===== src/rtl/opsd_pkg.sv =====
// Shared constants, types and helper functions of the odd prime sum decomposer.
package opsd_pkg;

   localparam int SIEVE_SIZE = 65536;
   localparam int NUM_W      = 16;
   localparam int MAP_DEPTH  = SIEVE_SIZE / 2;
   localparam int MAP_AW     = $clog2(MAP_DEPTH);
   localparam int SV_W       = $clog2(SIEVE_SIZE) + 2;
   localparam int DIV3_MUL   = 43691;
   localparam int DIV3_SHIFT = 17;

   typedef logic [NUM_W-1:0] num_type;
   typedef logic [1:0]       count_type;

   localparam count_type TERMS_NONE  = 2'd0;
   localparam count_type TERMS_ONE   = 2'd1;
   localparam count_type TERMS_TWO   = 2'd2;
   localparam count_type TERMS_THREE = 2'd3;

   localparam num_type MIN_ODD_PRIME = NUM_W'(3);

   typedef struct packed {
      logic              we;
      logic [MAP_AW-1:0] waddr;
      logic              wdata;
      logic [MAP_AW-1:0] raddr_a;
      logic [MAP_AW-1:0] raddr_b;
   } map_req_type;

   // The map holds odd numbers only; entry k stands for 2k+1.
   function automatic logic [MAP_AW-1:0] map_index(input num_type x);
      return MAP_AW'(x >> 1);
   endfunction

   // Even numbers and numbers beyond the map are never odd primes.
   function automatic logic map_qual(input num_type x);
      return x[0] && (32'(x) < SIEVE_SIZE);
   endfunction

   function automatic num_type odd_down(input num_type v);
      return (v[0] || (v == '0)) ? v : v - NUM_W'(1);
   endfunction

endpackage


===== src/rtl/opsd_if.sv =====
// Request and response channel interfaces of the odd prime sum decomposer.
interface opsd_req_if import opsd_pkg::*; ();
   logic    valid;
   logic    ready;
   num_type number;

   modport source (output valid, output number, input ready);
   modport sink (input valid, input number, output ready);
endinterface

interface opsd_rsp_if import opsd_pkg::*; ();
   logic      valid;
   logic      ready;
   count_type term_count;
   num_type   term_first;
   num_type   term_second;
   num_type   term_third;

   modport source (output valid, output term_count, output term_first,
                   output term_second, output term_third, input ready);
   modport sink (input valid, input term_count, input term_first,
                 input term_second, input term_third, output ready);
endinterface


===== src/rtl/opsd_search.sv =====
// Query sequencer that searches the bitmap for one, two or three odd prime terms.
module opsd_search import opsd_pkg::*; (
   input  logic        clock,
   input  logic        reset,
   input  logic        sieve_done,
   opsd_req_if.sink    req_bus,
   opsd_rsp_if.source  rsp_bus,
   output map_req_type map_req,
   input  logic        rd_a,
   input  logic        rd_b
);

   typedef enum logic [5:0] {
      S_IDLE   = 6'b000001,
      S_ONE    = 6'b000010,
      S_ACHK   = 6'b000100,
      S_AWAIT  = 6'b001000,
      S_SCAN   = 6'b010000,
      S_FINISH = 6'b100000
   } search_state_type;

   search_state_type state_ff, state_in;
   num_type   n_ff, n_in;
   num_type   x_ff, x_in;
   num_type   s_ff, s_in;
   num_type   lo_ff, lo_in;
   num_type   a_ff, a_in;
   logic      three_ff, three_in;
   logic      chk_q_ff, chk_q_in;
   logic      pend_vld_ff, pend_vld_in;
   num_type   pend_x_ff, pend_x_in;
   num_type   pend_y_ff, pend_y_in;
   logic      pend_q_ff, pend_q_in;
   count_type res_cnt_ff, res_cnt_in;
   num_type   res_t1_ff, res_t1_in;
   num_type   res_t2_ff, res_t2_in;
   num_type   res_t3_ff, res_t3_in;
   logic      rsp_vld_ff, rsp_vld_in;
   count_type rsp_cnt_ff, rsp_cnt_in;
   num_type   rsp_t1_ff, rsp_t1_in;
   num_type   rsp_t2_ff, rsp_t2_in;
   num_type   rsp_t3_ff, rsp_t3_in;

   logic      accept;
   logic      hit;
   logic      issue;
   logic      rsp_free;
   num_type   quot3;
   num_type   diff_na;
   num_type   y_cur;

   assign req_bus.ready = (state_ff == S_IDLE) && sieve_done;
   assign accept        = req_bus.valid && req_bus.ready;
   assign quot3         = NUM_W'((32'(n_ff) * 32'(DIV3_MUL)) >> DIV3_SHIFT);
   assign diff_na       = n_ff - a_ff;
   assign y_cur         = s_ff - x_ff;
   assign hit           = pend_vld_ff && pend_q_ff && rd_a && rd_b;
   assign issue         = (state_ff == S_SCAN) && (x_ff >= lo_ff) && !hit;
   assign rsp_free      = !rsp_vld_ff || rsp_bus.ready;

   always_comb begin
      state_in    = state_ff;
      n_in        = n_ff;
      x_in        = x_ff;
      s_in        = s_ff;
      lo_in       = lo_ff;
      a_in        = a_ff;
      three_in    = three_ff;
      chk_q_in    = chk_q_ff;
      pend_vld_in = 1'b0;
      pend_x_in   = pend_x_ff;
      pend_y_in   = pend_y_ff;
      pend_q_in   = pend_q_ff;
      res_cnt_in  = res_cnt_ff;
      res_t1_in   = res_t1_ff;
      res_t2_in   = res_t2_ff;
      res_t3_in   = res_t3_ff;
      rsp_vld_in  = rsp_vld_ff && !rsp_bus.ready;
      rsp_cnt_in  = rsp_cnt_ff;
      rsp_t1_in   = rsp_t1_ff;
      rsp_t2_in   = rsp_t2_ff;
      rsp_t3_in   = rsp_t3_ff;
      map_req     = '0;
      unique case (state_ff)
         S_IDLE: begin
            map_req.raddr_a = map_index(req_bus.number);
            chk_q_in        = map_qual(req_bus.number);
            if (accept) begin
               n_in     = req_bus.number;
               state_in = S_ONE;
            end
         end
         S_ONE: begin
            res_cnt_in = TERMS_NONE;
            res_t1_in  = '0;
            res_t2_in  = '0;
            res_t3_in  = '0;
            if (chk_q_ff && rd_a) begin
               res_cnt_in = TERMS_ONE;
               res_t1_in  = n_ff;
               state_in   = S_FINISH;
            end else if (!n_ff[0]) begin
               // An odd number is never the sum of two odd primes.
               x_in     = odd_down(n_ff >> 1);
               s_in     = n_ff;
               lo_in    = MIN_ODD_PRIME;
               three_in = 1'b0;
               state_in = S_SCAN;
            end else begin
               // An even number is never the sum of three odd primes.
               three_in = 1'b1;
               a_in     = odd_down(quot3);
               if (odd_down(quot3) >= MIN_ODD_PRIME) begin
                  state_in = S_ACHK;
               end else begin
                  state_in = S_FINISH;
               end
            end
         end
         S_ACHK: begin
            map_req.raddr_a = map_index(a_ff);
            chk_q_in        = map_qual(a_ff);
            state_in        = S_AWAIT;
         end
         S_AWAIT: begin
            if (chk_q_ff && rd_a) begin
               s_in     = diff_na;
               x_in     = odd_down(diff_na >> 1);
               lo_in    = a_ff;
               state_in = S_SCAN;
            end else if (a_ff > MIN_ODD_PRIME) begin
               a_in     = a_ff - NUM_W'(2);
               state_in = S_ACHK;
            end else begin
               state_in = S_FINISH;
            end
         end
         S_SCAN: begin
            map_req.raddr_a = map_index(x_ff);
            map_req.raddr_b = map_index(y_cur);
            pend_vld_in     = issue;
            pend_x_in       = x_ff;
            pend_y_in       = y_cur;
            pend_q_in       = map_qual(x_ff) && map_qual(y_cur);
            if (issue) begin
               x_in = x_ff - NUM_W'(2);
            end
            if (hit) begin
               if (three_ff) begin
                  res_cnt_in = TERMS_THREE;
                  res_t1_in  = a_ff;
                  res_t2_in  = pend_x_ff;
                  res_t3_in  = pend_y_ff;
               end else begin
                  res_cnt_in = TERMS_TWO;
                  res_t1_in  = pend_x_ff;
                  res_t2_in  = pend_y_ff;
                  res_t3_in  = '0;
               end
               state_in = S_FINISH;
            end else if (!issue && !pend_vld_ff) begin
               if (three_ff && (a_ff > MIN_ODD_PRIME)) begin
                  a_in     = a_ff - NUM_W'(2);
                  state_in = S_ACHK;
               end else begin
                  state_in = S_FINISH;
               end
            end
         end
         S_FINISH: begin
            if (rsp_free) begin
               rsp_vld_in = 1'b1;
               rsp_cnt_in = res_cnt_ff;
               rsp_t1_in  = res_t1_ff;
               rsp_t2_in  = res_t2_ff;
               rsp_t3_in  = res_t3_ff;
               state_in   = S_IDLE;
            end
         end
         default: begin
            state_in = S_IDLE;
         end
      endcase
   end

   always_ff @(posedge clock) begin
      if (reset) begin
         state_ff    <= S_IDLE;
         pend_vld_ff <= 1'b0;
         rsp_vld_ff  <= 1'b0;
      end else begin
         state_ff    <= state_in;
         pend_vld_ff <= pend_vld_in;
         rsp_vld_ff  <= rsp_vld_in;
      end
      n_ff       <= n_in;
      x_ff       <= x_in;
      s_ff       <= s_in;
      lo_ff      <= lo_in;
      a_ff       <= a_in;
      three_ff   <= three_in;
      chk_q_ff   <= chk_q_in;
      pend_x_ff  <= pend_x_in;
      pend_y_ff  <= pend_y_in;
      pend_q_ff  <= pend_q_in;
      res_cnt_ff <= res_cnt_in;
      res_t1_ff  <= res_t1_in;
      res_t2_ff  <= res_t2_in;
      res_t3_ff  <= res_t3_in;
      rsp_cnt_ff <= rsp_cnt_in;
      rsp_t1_ff  <= rsp_t1_in;
      rsp_t2_ff  <= rsp_t2_in;
      rsp_t3_ff  <= rsp_t3_in;
   end

   assign rsp_bus.valid       = rsp_vld_ff;
   assign rsp_bus.term_count  = rsp_cnt_ff;
   assign rsp_bus.term_first  = rsp_t1_ff;
   assign rsp_bus.term_second = rsp_t2_ff;
   assign rsp_bus.term_third  = rsp_t3_ff;

endmodule


===== src/flat_wrapper.sv =====
// flat-port wrapper written by rule: the top's interface ports become plain ports
module opsd_search_flat import opsd_pkg::*;
  (clock, reset, sieve_done, map_req, rd_a, rd_b, req_bus_valid, req_bus_number, req_bus_ready, rsp_bus_valid, rsp_bus_term_count, rsp_bus_term_first, rsp_bus_term_second, rsp_bus_term_third, rsp_bus_ready);
  opsd_req_if req_bus_i ();
  opsd_rsp_if rsp_bus_i ();
  input  logic clock;
  input  logic reset;
  input  logic sieve_done;
  output map_req_type map_req;
  input  logic rd_a;
  input  logic rd_b;
  input wire logic [$bits(req_bus_i.valid)-1:0] req_bus_valid;
  input wire logic [$bits(req_bus_i.number)-1:0] req_bus_number;
  output wire logic [$bits(req_bus_i.ready)-1:0] req_bus_ready;
  output wire logic [$bits(rsp_bus_i.valid)-1:0] rsp_bus_valid;
  output wire logic [$bits(rsp_bus_i.term_count)-1:0] rsp_bus_term_count;
  output wire logic [$bits(rsp_bus_i.term_first)-1:0] rsp_bus_term_first;
  output wire logic [$bits(rsp_bus_i.term_second)-1:0] rsp_bus_term_second;
  output wire logic [$bits(rsp_bus_i.term_third)-1:0] rsp_bus_term_third;
  input wire logic [$bits(rsp_bus_i.ready)-1:0] rsp_bus_ready;
  assign req_bus_i.valid = req_bus_valid;
  assign req_bus_i.number = req_bus_number;
  assign req_bus_ready = req_bus_i.ready;
  assign rsp_bus_valid = rsp_bus_i.valid;
  assign rsp_bus_term_count = rsp_bus_i.term_count;
  assign rsp_bus_term_first = rsp_bus_i.term_first;
  assign rsp_bus_term_second = rsp_bus_i.term_second;
  assign rsp_bus_term_third = rsp_bus_i.term_third;
  assign rsp_bus_i.ready = rsp_bus_ready;
  opsd_search u_core (.clock(clock), .reset(reset), .sieve_done(sieve_done), .req_bus(req_bus_i), .rsp_bus(rsp_bus_i), .map_req(map_req), .rd_a(rd_a), .rd_b(rd_b));
endmodule

===== config.mk =====
export PLATFORM = sky130hd
export DESIGN_NAME = opsd_search_flat
export DESIGN_NICKNAME = d
export VERILOG_FILES = /design/src/rtl/opsd_pkg.sv /design/src/rtl/opsd_if.sv /design/src/rtl/opsd_search.sv /design/src/flat_wrapper.sv
export SDC_FILE = /design/constraint.sdc
export NUM_CORES = 1
export LEC_CHECK = 0
export ABC_AREA = 1
export BUFFER_PORTS_ARGS = -buffer_cell sky130_fd_sc_hd__buf_2
export CELL_PAD_IN_SITES_DETAIL_PLACEMENT = 1
export CELL_PAD_IN_SITES_GLOBAL_PLACEMENT = 1
export CORE_MARGIN = 5
export CORE_UTILIZATION = 30
export DETAILED_ROUTE_END_ITERATION = 6
export PLACE_DENSITY = 0.66
export SLEW_MARGIN = 20
export SYNTH_ARGS = -nofsm -noshare
export SYNTH_HDL_FRONTEND = slang
export SYNTH_SLANG_ARGS = --single-unit
export TNS_END_PERCENT = 50

===== constraint.sdc =====
create_clock -name clock -period 6.3 [get_ports clock]
set_input_delay 0.63 -clock clock [delete_from_list [all_inputs] [get_ports clock]]
set_output_delay 0.63 -clock clock [all_outputs]
set_load 0.05 [all_outputs]

==> impl_results.md <==
- Crit end category: flip-flop
- Nature of the critical path startpoint: flip-flop
- DR vias/cell: about 4.7
- Vias: about 15,000
- Xor/xnor share of the synthesized area: 0.0268
- Clock Path Buffers: 3
- Hold_ws: between 300 and 400 ps
- Synth async-reset ratio: 0
- Post-Synthesis Cells: ~2,100
- Hold Path Depth: 1
- Reg2reg setup slack: between 100 and 150 ps
- Synthesized area per cell: approximately 8.4 µm²
- Largest family of logic cells by synthesized area: adder cells
- Clock skew: slightly below 9 ps
- DRC viols: 0
- Nets: roughly 2,700
- Crit-path slowest cell: fa_1
- Worst Hold Endpoint: u_core.n_ff[8]
- Final instance area: roughly 22,000 µm²
- First-pass GRT wire length: just over 90,000 µm
- Clock-pin slew on the worst setup and hold paths: ~70 ps
- EDFF count, synth: between 200 and 250
- Compound-Gate Fraction of Synth Area: 0.0748
- Fin crit share: 0.980
- Post-synthesis simple-gate area fraction: 0.205
- Row count: between 80 and 90
- Final std cells w/o fill: between 3,000 and 4,000
- RePlAce Congestion: between 0.9 and 1
- Most common cell in the netlist: inv_1
- Share of cells above drive strength 1: 0.226
- Peak Freq: 162 MHz
- DIE AREA: around 65,000 µm²
- Max_cap viols: 0
- Post-synth top area cell: edfxtp_1
- CTS Sinks: around 220
- Ys flop type: edfxtp_1
- Multiplexer share of the synthesized area: 0
- I/O pin cnt: ~120
- Core Area: 59,200 µm²
- Max Slew Vio Count: 0
- CTS root buf: clkbuf_16
- Die Y: roughly 250 µm
- Adder-Cell Fraction of Synth Area: 0.214
- Synth warn: 0
- Wirelength per Cell: ~19 µm
- Synth unique cells: between 50 and 60
- Min-Delay Path Class: primary input to flip-flop
- Largest net degree at the start of global routing: about 70
- Initial Utilization: 0.304
- Synth top cells by count: 440 x inv_1, 424 x nand2_1, 222 x nor2_1, 215 x edfxtp_1, 181 x ha_1
- Placed cell areas: 20,400 µm²
- CP max stage delay: 550 ps
- Worst-margin pin slew: 1040 ps
- Detailed Route Iter0 Violations: about 650
- Worst reg2reg endpoint: u_core.state_ff[5]
- Number of global-route vias before repair: between 15,000 and 20,000
- Total gr overflow: 0
- Area grow syn2layout: 23.9%
- Rel. slew slack: 0.308
- Final ANT Viol Nets: 0
- PortBufs: 104
- Crit-path max FO: 7
- Initial antenna violation count: 0
- Final setup fails: 0
- Dpl hpwl: between 40,000 and 50,000 µm
- Synth top area share: 0.359
- TritonCTS Buffers: 23
- Pre-antenna DRT Iters: 5
- Clock latency at the later pin of the worst-skew pair: roughly 520 ps
- Inst Count DP: 3,124
- CP Data Arrival Time: approximately 6600 ps
- RSZ-0062 raised after global routing: true
- Mapped Area: about 18,000 µm²
- Reg2reg start: u_core.n_ff[12]
- Crit Path Category: flip-flop to flip-flop
- H-Tree Depth: 1
- Die Wd: approximately 250 µm
- Synth top area cells: edfxtp_1 36%, ha_1 13%, inv_1 9.2%
- Clock period minus worst slack: roughly 6200 ps
- CTS tree: done
- GRT Total Usage: 0.177
- Cell count of the worst reg-to-reg path: 36
- Flops & latches, synth: around 220
- Final Hold Viols: 0
- # diodes: 0
- HP Start: req_bus_number[8]
- Routed WL: around 60,000 µm
- CP required: between 6000 and 7000 ps
- Status: completed
- Post-synthesis sequential area ratio: 0.367
==> how the worst max path moves through the flow <==
stage	from	slack (ps)	endpoint	cells past startpoint
after floorplan	u_core.n_ff[1]	70	u_core.state_ff[2]	37
after global placement	u_core.n_ff[3]	-110	u_core.state_ff[5]	33
after detailed placement	u_core.n_ff[3]	-280	u_core.state_ff[5]	34
after CTS	u_core.n_ff[4]	7	u_core.state_ff[5]	36
after global routing	u_core.n_ff[2]	-240	u_core.state_ff[5]	37
final	u_core.n_ff[12]	130	u_core.state_ff[5]	36
==> timing repair <==
| item | in CTS | in global routing |
|---|---|---|
| hold buffers | 0 | 0 |
| pin swaps | 15 | 86 |
| buffers inserted | 6 | 32 |
| gates resized for setup | 43 | 136 |
| gates cloned | 1 | 0 |
| endpoints found under the setup margin | 16 | 17 |
==> metal layers <==
layer,global-route usage,routed length [µm],up-vias
li1,-,-,7379
met1,0.226,25800,7442
met2,0.326,30500,237
met3,0.0135,1750,65
met4,0.0412,1470,0
met5,0,0,-
==> worst max-delay path: cells and delay by family, from the launching register on <==
family,cells,cell delay (ps)
AND/OR/NAND/NOR,18,1630
adder cells (fa/ha/maj),8,3130
XOR/XNOR,1,180
flip-flops,1,500
buffers and inverters,8,550
AO/OA/AOI/OAI,1,120
==> through the flow <==
step,TNS [ps],worst slack (ps),utilization
finish,0,127,0.377
global route,-1110,-239,0.377
CTS,0,7.10,0.363
detailed placement,-1720,-275,0.345
global placement,-265,-109,0.345
floorplan,0,70.5,-
==> layout make-up <==
type / instances / area, µm²
Sequential cell: 223 / 6620
Inverter: 460 / 1730
Multi-Input combinational cell: 1420 / 10300
Fill cell: 7068 / 36900
Timing Repair Buffer: 287 / 1910
Tap cell: 773 / 967
Clock buffer: 24 / 579
Clock inverter: 17 / 216
==> cell usage in the layout, fill, tap and decap left out, types with 5 or more instances in the layout <==
cell / count
o21bai_1: 7
o221ai_1: 14
buf_6: 5
a31oi_1: 5
edfxtp_1: 215
buf_2: 104
or2_2: 5
clkbuf_16: 23
buf_4: 178
nor2_1: 204
nand3_1: 91
nand2_4: 11
xor2_1: 43
nand2_1: 377
xnor2_1: 8
nor3_1: 22
o21ai_0: 61
nor2_2: 16
inv_1: 420
fa_1: 76
dfxtp_1: 8
nand2_2: 52
nor2_4: 19
conb_1: 17
o22ai_1: 16
nand4_1: 18
inv_2: 36
a21oi_2: 6
nand3_2: 13
ha_1: 150
a21oi_1: 91
ha_4: 28
==> logic make-up (layout without fill, tap and decap cells) <==
kind of cell    Yosys count  count (layout)
buf+inv                 514             788
fa+ha+maj               260             260
compound gates          232             232
xor+xnor                 55              55
simple gates            855             856
other cells               1              17
flops                   223             223
==> sequential cells by signal, indices dropped and copies added (netlist names) <==
register	count
u_core.rsp_bus.term_third	16
u_core.lo_ff	16
u_core.n_ff	16
u_core.pend_x_ff	16
u_core.res_cnt_ff	2
u_core.s_ff	16
u_core.res_t1_ff	16
u_core.chk_q_ff	1
u_core.pend_vld_ff	1
u_core.res_t2_ff	16
u_core.x_ff	16
u_core.three_ff	1
u_core.pend_y_ff	16
u_core.res_t3_ff	16
u_core.state_ff	6
u_core.rsp_bus.term_count	2
u_core.rsp_bus.valid	1
u_core.a_ff	16
u_core.pend_q_ff	1
u_core.rsp_bus.term_first	16
u_core.rsp_bus.term_second	16
Power is left out: the tool's default activity adds up to more than one toggle a clock period on the data nets, which glitch-free logic cannot reach.
