`src/rtl/opsd_pkg.sv`:
```
// Shared constants, types and helper functions of the odd prime sum decomposer.
package opsd_pkg;

   localparam int SIEVE_SIZE = 65536;
   localparam int NUM_W      = 16;
   localparam int MAP_DEPTH  = SIEVE_SIZE / 2;
   localparam int MAP_AW     = $clog2(MAP_DEPTH);
   localparam int SV_W       = $clog2(SIEVE_SIZE) + 2;
   localparam int DIV3_MUL   = 43691;
   localparam int DIV3_SHIFT = 17;

   typedef logic [NUM_W-1:0] num_type;
   typedef logic [1:0]       count_type;

   localparam count_type TERMS_NONE  = 2'd0;
   localparam count_type TERMS_ONE   = 2'd1;
   localparam count_type TERMS_TWO   = 2'd2;
   localparam count_type TERMS_THREE = 2'd3;

   localparam num_type MIN_ODD_PRIME = NUM_W'(3);

   typedef struct packed {
      logic              we;
      logic [MAP_AW-1:0] waddr;
      logic              wdata;
      logic [MAP_AW-1:0] raddr_a;
      logic [MAP_AW-1:0] raddr_b;
   } map_req_type;

   // The map holds odd numbers only; entry k stands for 2k+1.
   function automatic logic [MAP_AW-1:0] map_index(input num_type x);
      return MAP_AW'(x >> 1);
   endfunction

   // Even numbers and numbers beyond the map are never odd primes.
   function automatic logic map_qual(input num_type x);
      return x[0] && (32'(x) < SIEVE_SIZE);
   endfunction

   function automatic num_type odd_down(input num_type v);
      return (v[0] || (v == '0)) ? v : v - NUM_W'(1);
   endfunction

endpackage

```
`src/rtl/opsd_sieve.sv`:
```
// Sieve sequencer that fills the odd prime bitmap after reset.
module opsd_sieve import opsd_pkg::*; (
   input  logic        clock,
   input  logic        reset,
   input  logic        rd_a,
   output map_req_type map_req,
   output logic        sieve_done
);

   typedef enum logic [4:0] {
      SV_FILL  = 5'b00001,
      SV_CHECK = 5'b00010,
      SV_TEST  = 5'b00100,
      SV_MARK  = 5'b01000,
      SV_DONE  = 5'b10000
   } sieve_state_type;

   sieve_state_type   state_ff, state_in;
   logic [MAP_AW-1:0] idx_ff, idx_in;
   logic [SV_W-1:0]   i_ff, i_in;
   logic [SV_W-1:0]   sq_ff, sq_in;
   logic [SV_W-1:0]   j_ff, j_in;
   logic [SV_W-1:0]   i_next;
   logic [SV_W-1:0]   sq_next;

   assign i_next  = i_ff + SV_W'(2);
   assign sq_next = sq_ff + (i_ff << 2) + SV_W'(4);

   always_comb begin
      state_in = state_ff;
      idx_in   = idx_ff;
      i_in     = i_ff;
      sq_in    = sq_ff;
      j_in     = j_ff;
      map_req  = '0;
      unique case (state_ff)
         SV_FILL: begin
            // Entry zero stands for one, which is not prime.
            map_req.we    = 1'b1;
            map_req.waddr = idx_ff;
            map_req.wdata = (idx_ff != '0);
            idx_in        = idx_ff + MAP_AW'(1);
            if (idx_ff == MAP_AW'(MAP_DEPTH - 1)) begin
               i_in     = SV_W'(3);
               sq_in    = SV_W'(9);
               state_in = SV_CHECK;
            end
         end
         SV_CHECK: begin
            map_req.raddr_a = MAP_AW'(i_ff >> 1);
            if (sq_ff >= SIEVE_SIZE) begin
               state_in = SV_DONE;
            end else begin
               state_in = SV_TEST;
            end
         end
         SV_TEST: begin
            if (rd_a) begin
               j_in     = sq_ff;
               state_in = SV_MARK;
            end else begin
               i_in     = i_next;
               sq_in    = sq_next;
               state_in = SV_CHECK;
            end
         end
         SV_MARK: begin
            if (j_ff < SIEVE_SIZE) begin
               map_req.we    = 1'b1;
               map_req.waddr = MAP_AW'(j_ff >> 1);
               map_req.wdata = 1'b0;
               j_in          = j_ff + (i_ff << 1);
            end else begin
               i_in     = i_next;
               sq_in    = sq_next;
               state_in = SV_CHECK;
            end
         end
         SV_DONE: begin
            state_in = SV_DONE;
         end
         default: begin
            state_in = SV_FILL;
         end
      endcase
   end

   always_ff @(posedge clock) begin
      if (reset) begin
         state_ff <= SV_FILL;
         idx_ff   <= '0;
      end else begin
         state_ff <= state_in;
         idx_ff   <= idx_in;
      end
      i_ff  <= i_in;
      sq_ff <= sq_in;
      j_ff  <= j_in;
   end

   assign sieve_done = (state_ff == SV_DONE);

endmodule

```
`config.mk`:
```
export PLATFORM = sky130hd
export DESIGN_NAME = opsd_sieve
export DESIGN_NICKNAME = d
export VERILOG_FILES = /design/src/rtl/opsd_pkg.sv /design/src/rtl/opsd_sieve.sv
export SDC_FILE = /design/constraint.sdc
export NUM_CORES = 1
export LEC_CHECK = 0
export BUFFER_PORTS_ARGS = -buffer_cell sky130_fd_sc_hd__buf_4
export CAP_MARGIN = 20
export CORE_MARGIN = 5
export CORE_UTILIZATION = 50
export DETAILED_ROUTE_END_ITERATION = 8
export GPL_ROUTABILITY_DRIVEN = 0
export PLACE_DENSITY = 0.67
export RECOVER_POWER = 50
export SETUP_SLACK_MARGIN = 0.1
export SLEW_MARGIN = 20
export SYNTH_ARGS = -nofsm -noshare
export SYNTH_HDL_FRONTEND = slang
export SYNTH_SLANG_ARGS = --single-unit
```
`constraint.sdc`:
```
create_clock -name clock -period 4.6 [get_ports clock]
set_clock_uncertainty 0.15 [all_clocks]
set_input_delay 0.23 -clock clock [delete_from_list [all_inputs] [get_ports clock]]
set_output_delay 0.23 -clock clock [all_outputs]
set_load 0.01 [all_outputs]
```
==> summary by stage, run 1 <==
STA
The final hold violation count is 0. Of the available clock period, the critical path in the final layout requires 0.716. Setup violations remaining at the end of the flow were counted as 0.

After layout, the minimum clock period comes to approximately 3.3 ns. Setup repair after global routing left no endpoint under its margin. The slew of the pin with the lowest slew margin is about 1.3 ns. The top achievable clock speed is slightly above 0.3 GHz. Measured against its own limit, the worst slew margin works out to 0.159.

The sum of negative setup slack is 0 ns. The final number of max-transition violations was 0.

Logic synthesis
After synthesis, the netlist uses 53 different library cells. The synthesized instance count is 527. The top-area cell type share of the netlist area is 0.295.

Of the synthesized area, sequential elements account for 0.377. For this run, asynchronously set or reset flops after synthesis account for 0. The most common cell in the synthesized netlist is sky130_fd_sc_hd__nor2_1. The count of state elements after synthesis is just under 70. The mean instance size in the synthesized netlist is between 9 and 10 um2.

Ranked by total cell area, the synthesized netlist is headed by sky130_fd_sc_hd__edfxtp_1, sky130_fd_sc_hd__ha_1, sky130_fd_sc_hd__dfxtp_1. The number of flops mapped to enable cells by yosys is between 40 and 50. Among all flip-flop cells after synthesis, the most frequent one is sky130_fd_sc_hd__edfxtp_1. Of all cell types, the one taking the most synthesized area is sky130_fd_sc_hd__edfxtp_1.

The Yosys step of the flow raised 0 warnings. The post-synthesis cell area is a little under 5000 um2. The commonest cells after synthesis are sky130_fd_sc_hd__nor2_1, sky130_fd_sc_hd__edfxtp_1, sky130_fd_sc_hd__ha_1.

Critical path
The worst setup path is captured at a register. The buffer and inverter count on the worst path is 2. The total stage count of the critical path is 6. The required arrival time at the worst endpoint is between 4 and 5 ns. The startpoint class of the critical path is a register. The kind of cell with the highest combined delay along the critical path is buffers and inverters.

In this design, the stage delay of the slowest critical-path cell is between 0.9 and 1 ns. The endpoint identified for the worst register-to-register timing path is sq_ff[16]. On the critical path, the stage with the largest delay is an instance of sky130_fd_sc_hd__clkbuf_1. The source of the critical timing path is state_ff[2]. Traced cell by cell, the critical path runs through or3_1 > nor3_1 > clkbuf_1 > o21ai_0 > a21oi_2 > buf_4. The arrival time of data at the critical path endpoint is 3.15 ns. In this run the register-to-register setup slack is ~1.3 ns. In this run the worst path has a maximum fanout of 32. The capture point of the worst path is sq_ff[16]. The critical path is of the reg2reg type.

For the worst flop-to-flop path, the logic depth is 6. The worst register-to-register path begins at state_ff[2].

Power
Summed over all cells, the static leakage comes to 2.20 nW. For this design the ratio of total power to cell area is 217 nW/um2. VDD sags by at most roughly 0.12 mV. After layout, the design draws a total of between 0.001 and 0.0015 W.

Route
Dividing the detail-routed via count by the number of cells gives about 5.5. Dividing the detail-routed wire length by the instance count gives 16.3 um. The detailed-router iteration count before antenna repair is 4. The number of antenna-violating nets in the routed design is 0. For this block, the via count after detailed routing is 3,841. For this block, the routed nets add up to 11,300 um of wire.

After detailed routing, the number of remaining DRC violations is 0. The first-iteration detailed-routing DRC count is 230.

Placement
The total half-perimeter wirelength after legalization and detailed placement is roughly 8700 um. The count of buffers added on input and output ports is 35.

Cells and area
At the end of the flow, the number of nets in the layout was between 600 and 700. The layout overhead on the synthesized area is 9.32%. The number of antenna diodes in the final layout is 0. The number of fill cells in the layout is between 900 and 1k. The layout cell share with drive strength beyond 1 is 0.0854.

Die
The boundary pin count is 51. The area inside the core boundary is 9640 um2. The die covers ~12,000 um2. The width of the die is around 110 um. The floorplan step set the die height to roughly 110 um.

For this configuration, the core starts out at a cell density of 0.507. In this run the core area contains 36 standard-cell rows.

Clocking
Clock-pin slew was measured on the worst setup and hold paths at roughly 0.08 ns. The clock passes through at most 2 buffers. TritonCTS built the clock tree.

The root buffer cell is sky130_fd_sc_hd__clkbuf_8. The post-CTS setup buffer count is 0. The later pin in the worst-skew pair is clocked with a latency of roughly 0.36 ns.

The total number of clock tree sinks is 68. Counting the buffers created by CTS gives 9. The H-tree was split into 3 levels. In this run, post-CTS hold repair placed 0 buffers.

After clock tree synthesis, the repair step resized 0 gates.

Min path
The path category of the worst min-delay check is in2reg.

Global routing
Entering global routing, the biggest net connects 35 pins. The number of global-route vias before repair was 3,757. The number of antenna violations at the first check in global routing came to 0.

For this run, the total global-route usage over all layers was measured as 0.206. The final global-route overflow total is 0. The first global-routing pass estimated between 15,000 and 20,000 um of wire.

Job
Across the run, the number of max-cap violations was 0.

Outcome
The flow ran to the end, and the final reports show no timing, DRC or antenna violations.
area by class of cell:
type | instances | area (um2) | share of cell area
inverter | 17 | 63.8 | 0.0119
multi-input combinational | 422 | 2830 | 0.529
tap | 133 | 166 | 0.0311
timing repair buffer | 39 | 267 | 0.0499
sequential | 68 | 1840 | 0.345
clock inverter | 3 | 38.8 | 0.00726
clock buffer | 13 | 139 | 0.0260
cells in the final DEF, fill, tap and decap left out, types with 10 or more instances in the layout:
cell type                  netlist  final
sky130_fd_sc_hd__a22o_1         15     15
sky130_fd_sc_hd__dfxtp_1        20     20
sky130_fd_sc_hd__and2_0          0     12
sky130_fd_sc_hd__nand2_1        42     42
sky130_fd_sc_hd__nand4_1        12     12
sky130_fd_sc_hd__o21ai_0        32     32
sky130_fd_sc_hd__xnor2_1        23     23
sky130_fd_sc_hd__and3_1         10     10
sky130_fd_sc_hd__inv_1          17     17
sky130_fd_sc_hd__conb_1          1     15
sky130_fd_sc_hd__nor2_1         62     62
sky130_fd_sc_hd__nand3_1        14     14
sky130_fd_sc_hd__buf_4          16     32
sky130_fd_sc_hd__a21oi_1        22     21
sky130_fd_sc_hd__xor2_1         28     28
sky130_fd_sc_hd__ha_1           45     45
sky130_fd_sc_hd__edfxtp_1       48     48
sky130_fd_sc_hd__clkbuf_1       10     11
worst min-delay path by stage:
stage / start / end / cells after the start
global route: reset / idx_ff[2] / 2
global placement: sq_ff[16] / state_ff[2] / 1
CTS: reset / idx_ff[11] / 2
finish: reset / idx_ff[1] / 2
detailed placement: sq_ff[16] / state_ff[2] / 1
floorplan: sq_ff[16] / state_ff[2] / 1
flip-flops by register name (all words and copies together), names as in the netlist:
| signal | cells |
|---|---|
| sq_ff | 15 |
| state_ff | 5 |
| idx_ff | 15 |
| i_ff | 16 |
| j_ff | 17 |
kinds of logic after synthesis:
| family | Yosys count | synth area share |
|---|---|---|
| fa+ha+maj | 47 | 0.123 |
| simple gates | 192 | 0.195 |
| flops | 68 | 0.377 |
| other cells | 1 | 0.000767 |
| mux | 1 | 0.00205 |
| xor+xnor | 51 | 0.0914 |
| buf+inv | 51 | 0.0532 |
| compound gates | 116 | 0.158 |
layer usage:
metal / part of all wire / global-route usage / vias to the layer above
met4: 0.022 / 0.0812 / 0
li1: - / - / 1944
met3: 0.043 / 0.0373 / 14
met5: 0 / 0 / -
met1: 0.46 / 0.265 / 1802
met2: 0.48 / 0.343 / 81
per-stage QoR:
| step | worst slack [ns] | instances | area (um2) | utilization | hold WS (ns) |
|---|---|---|---|---|---|
| 2_1_floorplan | 1.22 | 541 | 4940 | - | 0.315 |
| 3_3_place_gp | 1.79 | 679 | 5210 | 0.541 | 0.395 |
| 3_5_place_dp | 1.75 | 679 | 5210 | 0.541 | 0.392 |
| 4_1_cts | 1.54 | 695 | 5390 | 0.559 | 0.0518 |
| 5_1_grt | 0.986 | 695 | 5340 | 0.554 | 0.0709 |
| 6_report | 1.31 | 695 | 5340 | 0.554 | 0.0616 |
where the power goes:
group          switching [W]  internal [W]  total [W]
registers         0.00000335      0.000649   0.000652
logic              0.0000169     0.0000122  0.0000292
clock network       0.000228      0.000249   0.000477
total               0.000248      0.000910    0.00116
Power figures use the tool's default switching activity.
==> run 2, diff against run 1 <==
Clock period 4.6 ns to 3.33 ns, I/O delays scaled along.
==> run 2 against run 1 <==
  * Final cell count is 0.58% higher
  * Combinational power grew 40%
  * Sequential power up 38%
  * Sequential share of layout area shrank 0.38 points
  * Worst hold slack better by 0.086 ns
==> summary by stage, run 2 (synthesis results as in run 1) <==
Power
The internal power of the cells totals 0.00130 W. The share of total power dissipated in combinational logic is 0.025. The relative contribution of the clock network to total power is 0.427.

Of the total power, registers draw 0.548. The worst ir drop on vdd is roughly 0.14 mV. The analysis attributes to net switching a power of approximately 0.00034 W. The switching power as a share of total power is 0.208. For this design the ratio of total power to cell area is 304 nW/um2. In this run the static leakage power is roughly 2.2 nW.

Cells and area
The number of fill cells in the layout is slightly above 900. Ranked by flip-flop count, first place goes to j_ff. The layout cell share with drive strength beyond 1 is 0.0936. The final layout contains around 610 nets. In the layout the commonest cells are sky130_fd_sc_hd__nor2_1, sky130_fd_sc_hd__edfxtp_1, sky130_fd_sc_hd__ha_1, sky130_fd_sc_hd__nand2_1. Relative to the synthesized area, the layout overhead comes to 10.5%. The flip-flop count of the largest register after layout is 17. The largest registers in the layout are j_ff: 17 flops, i_ff: 16 flops.

The antenna diode count is 0. The final non-filler cell area is ~5400 um2. For this run, the share of the core covered by cells in the final layout is 0.560. Leaving out fill and tap cells, the most frequent cell in the layout is sky130_fd_sc_hd__nor2_1.

The finished layout holds 699 standard cells, fillers aside.

Clocking
The H-tree was split into 3 levels. In this run the post-CTS setup repair buffer count came out at 0. The tree built by TritonCTS fans out to ~70 sinks. The number of buffers added to fix hold violations after cts is 1.

After clock tree synthesis, the repair step resized 0 gates. The root buffer cell chosen for the clock tree is sky130_fd_sc_hd__clkbuf_8. The CTS tree is done.

The buffer levels on the longest clock path is 2. The clock network latency to the later pin of the worst-skew pair is between 0.3 and 0.4 ns. The clock-pin slew on the worst setup and hold paths is roughly 0.07 ns.

Clock tree synthesis inserted a total of 9 buffers.

Critical path
Of all nets on the critical path, the largest fanout is 29. The beginning of the worst register-to-register path is state_ff[2]. The critical path in this run is classified as reg2reg. Measured in cells, the most critical reg-to-reg path has a length of 7.

The endpoint class of the critical path is a register. The total stage count of the critical path is 7. The signal on the critical path passes through or3_1 > nor3_4 > clkbuf_1 > and4_1 > nand4_1 > xor2_1 > nor2_1.

The cell family contributing the most delay on the critical path is simple AND/OR/NAND/NOR gates. The required arrival time at the worst endpoint is approximately 3.4 ns. The critical path starts at state_ff[2]. The setup check on the worst reg-to-reg path leaves a slack of approximately 0.25 ns. The highest cell delay on the worst timing path is 0.93 ns. The startpoint class of the critical path is a register. For the worst setup path, the data arrival time is between 3 and 4 ns. The buffer and inverter count on the worst path is 1. The capturing point of the worst reg2reg path is idx_ff[13]. The most critical setup path has its endpoint at idx_ff[13]. The slowest library cell on the worst path is sky130_fd_sc_hd__clkbuf_1.

STA
The final number of max-transition violations is 0. Adding up every negative setup slack in the final design gives 0 ns. The worst hold slack across all endpoints is 0.148 ns. The top achievable clock speed is 0.325 GHz. Setup repair after global routing left no endpoint under its margin. In the finished design, the share of the clock period the worst path needs comes to 0.925.

The slew of the pin with the lowest slew margin is ~1.3 ns. The headroom to the max-slew limit is 0.166. The worst path needs 3.08 ns of the cycle, external delays included. Setup violations remaining at the end of the flow were counted as 0. The final hold violation count is 0.

Global routing
The layer with the highest usage is met2. The number of antenna violations at the first check in global routing is 0. The final global-route overflow total is 0. The global-route wire length before repair is 18,500 um.

For met1 alone, demand over resource in global routing was 0.255. The total global routing track utilization is 0.202. The number of global-route vias before repair came to approximately 3.8k. The largest net degree at the start of global routing is 33.

For this run, global-route usage on met3 was measured as 0.0438. For met2 alone, demand over resource in global routing was 0.342.

Route
The number of vias after detailed routing is approximately 4k. Dividing the detail-routed wire length by the instance count gives approximately 16 um. The detailed-router iteration count before antenna repair is 5. The first routing iteration left about 350 violations. The total routed wirelength is 11,500 um. The via density per instance is roughly 5.6. The count of unresolved DRC violations after routing is 0.

The number of antenna-violating nets in the routed design is 0.

Die
During I/O placement, the number of pins put on the boundary was 51. The number of cell rows is 36. The area inside the core boundary is between 9000 and 10,000 um2.

The area enclosed by the die boundary is roughly 12,000 um2. The effective utilization at floorplan is 0.507. From left edge to right edge, the die measures roughly 110 um. The die is approximately 110 um tall.

Job
The tool flagged a number of max-cap violations equal to 0.

Placement
Port buffering added 35 buffers. The number of placed instances, taps included is roughly 680. Summing all placed instances gives a cell area of between 5000 and 6000 um2.

The total half-perimeter wirelength after legalization and detailed placement is slightly below 9000 um.

Outcome
The flow ran to the end, and the final reports show no timing, DRC or antenna violations.

Min path
The path category of the worst min-delay check is in2reg.
-- run 2: cell type report --
type / instances / area, um2 / share of cell area
Clock buffer: 14 / 163 / 0.0301
Clock inverter: 2 / 35.0 / 0.00648
Multi-Input combinational cell: 422 / 2840 / 0.526
Timing Repair Buffer: 43 / 289 / 0.0535
Sequential cell: 68 / 1840 / 0.341
Tap cell: 133 / 166 / 0.0308
Inverter: 17 / 63.8 / 0.0118
-- run 2: per-layer routing --
metal | vias up | share of wire
li1 | 1948 | -
met1 | 1864 | 0.44
met2 | 117 | 0.49
met3 | 20 | 0.055
met4 | 0 | 0.018
met5 | - | 0
-- run 2: worst min path at each step --
| stage | start | endpoint | slack, ns | depth (start not counted) |
|---|---|---|---|---|
| after floorplan | reset | idx_ff[0] | 0.31 | 2 |
| after global placement | reset | idx_ff[3] | 0.35 | 2 |
| after detailed placement | reset | idx_ff[0] | 0.36 | 2 |
| after CTS | rd_a | state_ff[3] | 0.15 | 4 |
| after global routing | rd_a | state_ff[3] | 0.19 | 4 |
| final | rd_a | state_ff[3] | 0.15 | 4 |
-- run 2: power by group through the flow --
stage | Sequential (W) | Combinational, W | Clock [W]
floorplan | 0.000918 | 0.0000403 | 0
global placement | 0.000919 | 0.0000396 | 0
detailed placement | 0.000919 | 0.0000400 | 0
CTS | 0.000900 | 0.0000411 | 0.000707
global route | 0.000900 | 0.0000468 | 0.000755
finish | 0.000900 | 0.0000410 | 0.000700
-- run 2: metrics by stage --
stage	total power, W	worst slack, ns
CTS	0.00165	0.447
floorplan	0.000958	0.628
detailed placement	0.000959	0.468
global route	0.00170	0.133
finish	0.00164	0.249
global placement	0.000959	0.554
-- run 2: worst reg2reg max path: stages, from the launching register on --
cell                       delay (ns)
sky130_fd_sc_hd__dfxtp_1         0.42
sky130_fd_sc_hd__or3_1           0.46
sky130_fd_sc_hd__nor3_4          0.14
sky130_fd_sc_hd__clkbuf_1        0.93
sky130_fd_sc_hd__and4_1          0.47
sky130_fd_sc_hd__nand4_1         0.14
sky130_fd_sc_hd__xor2_1          0.17
sky130_fd_sc_hd__nor2_1          0.06
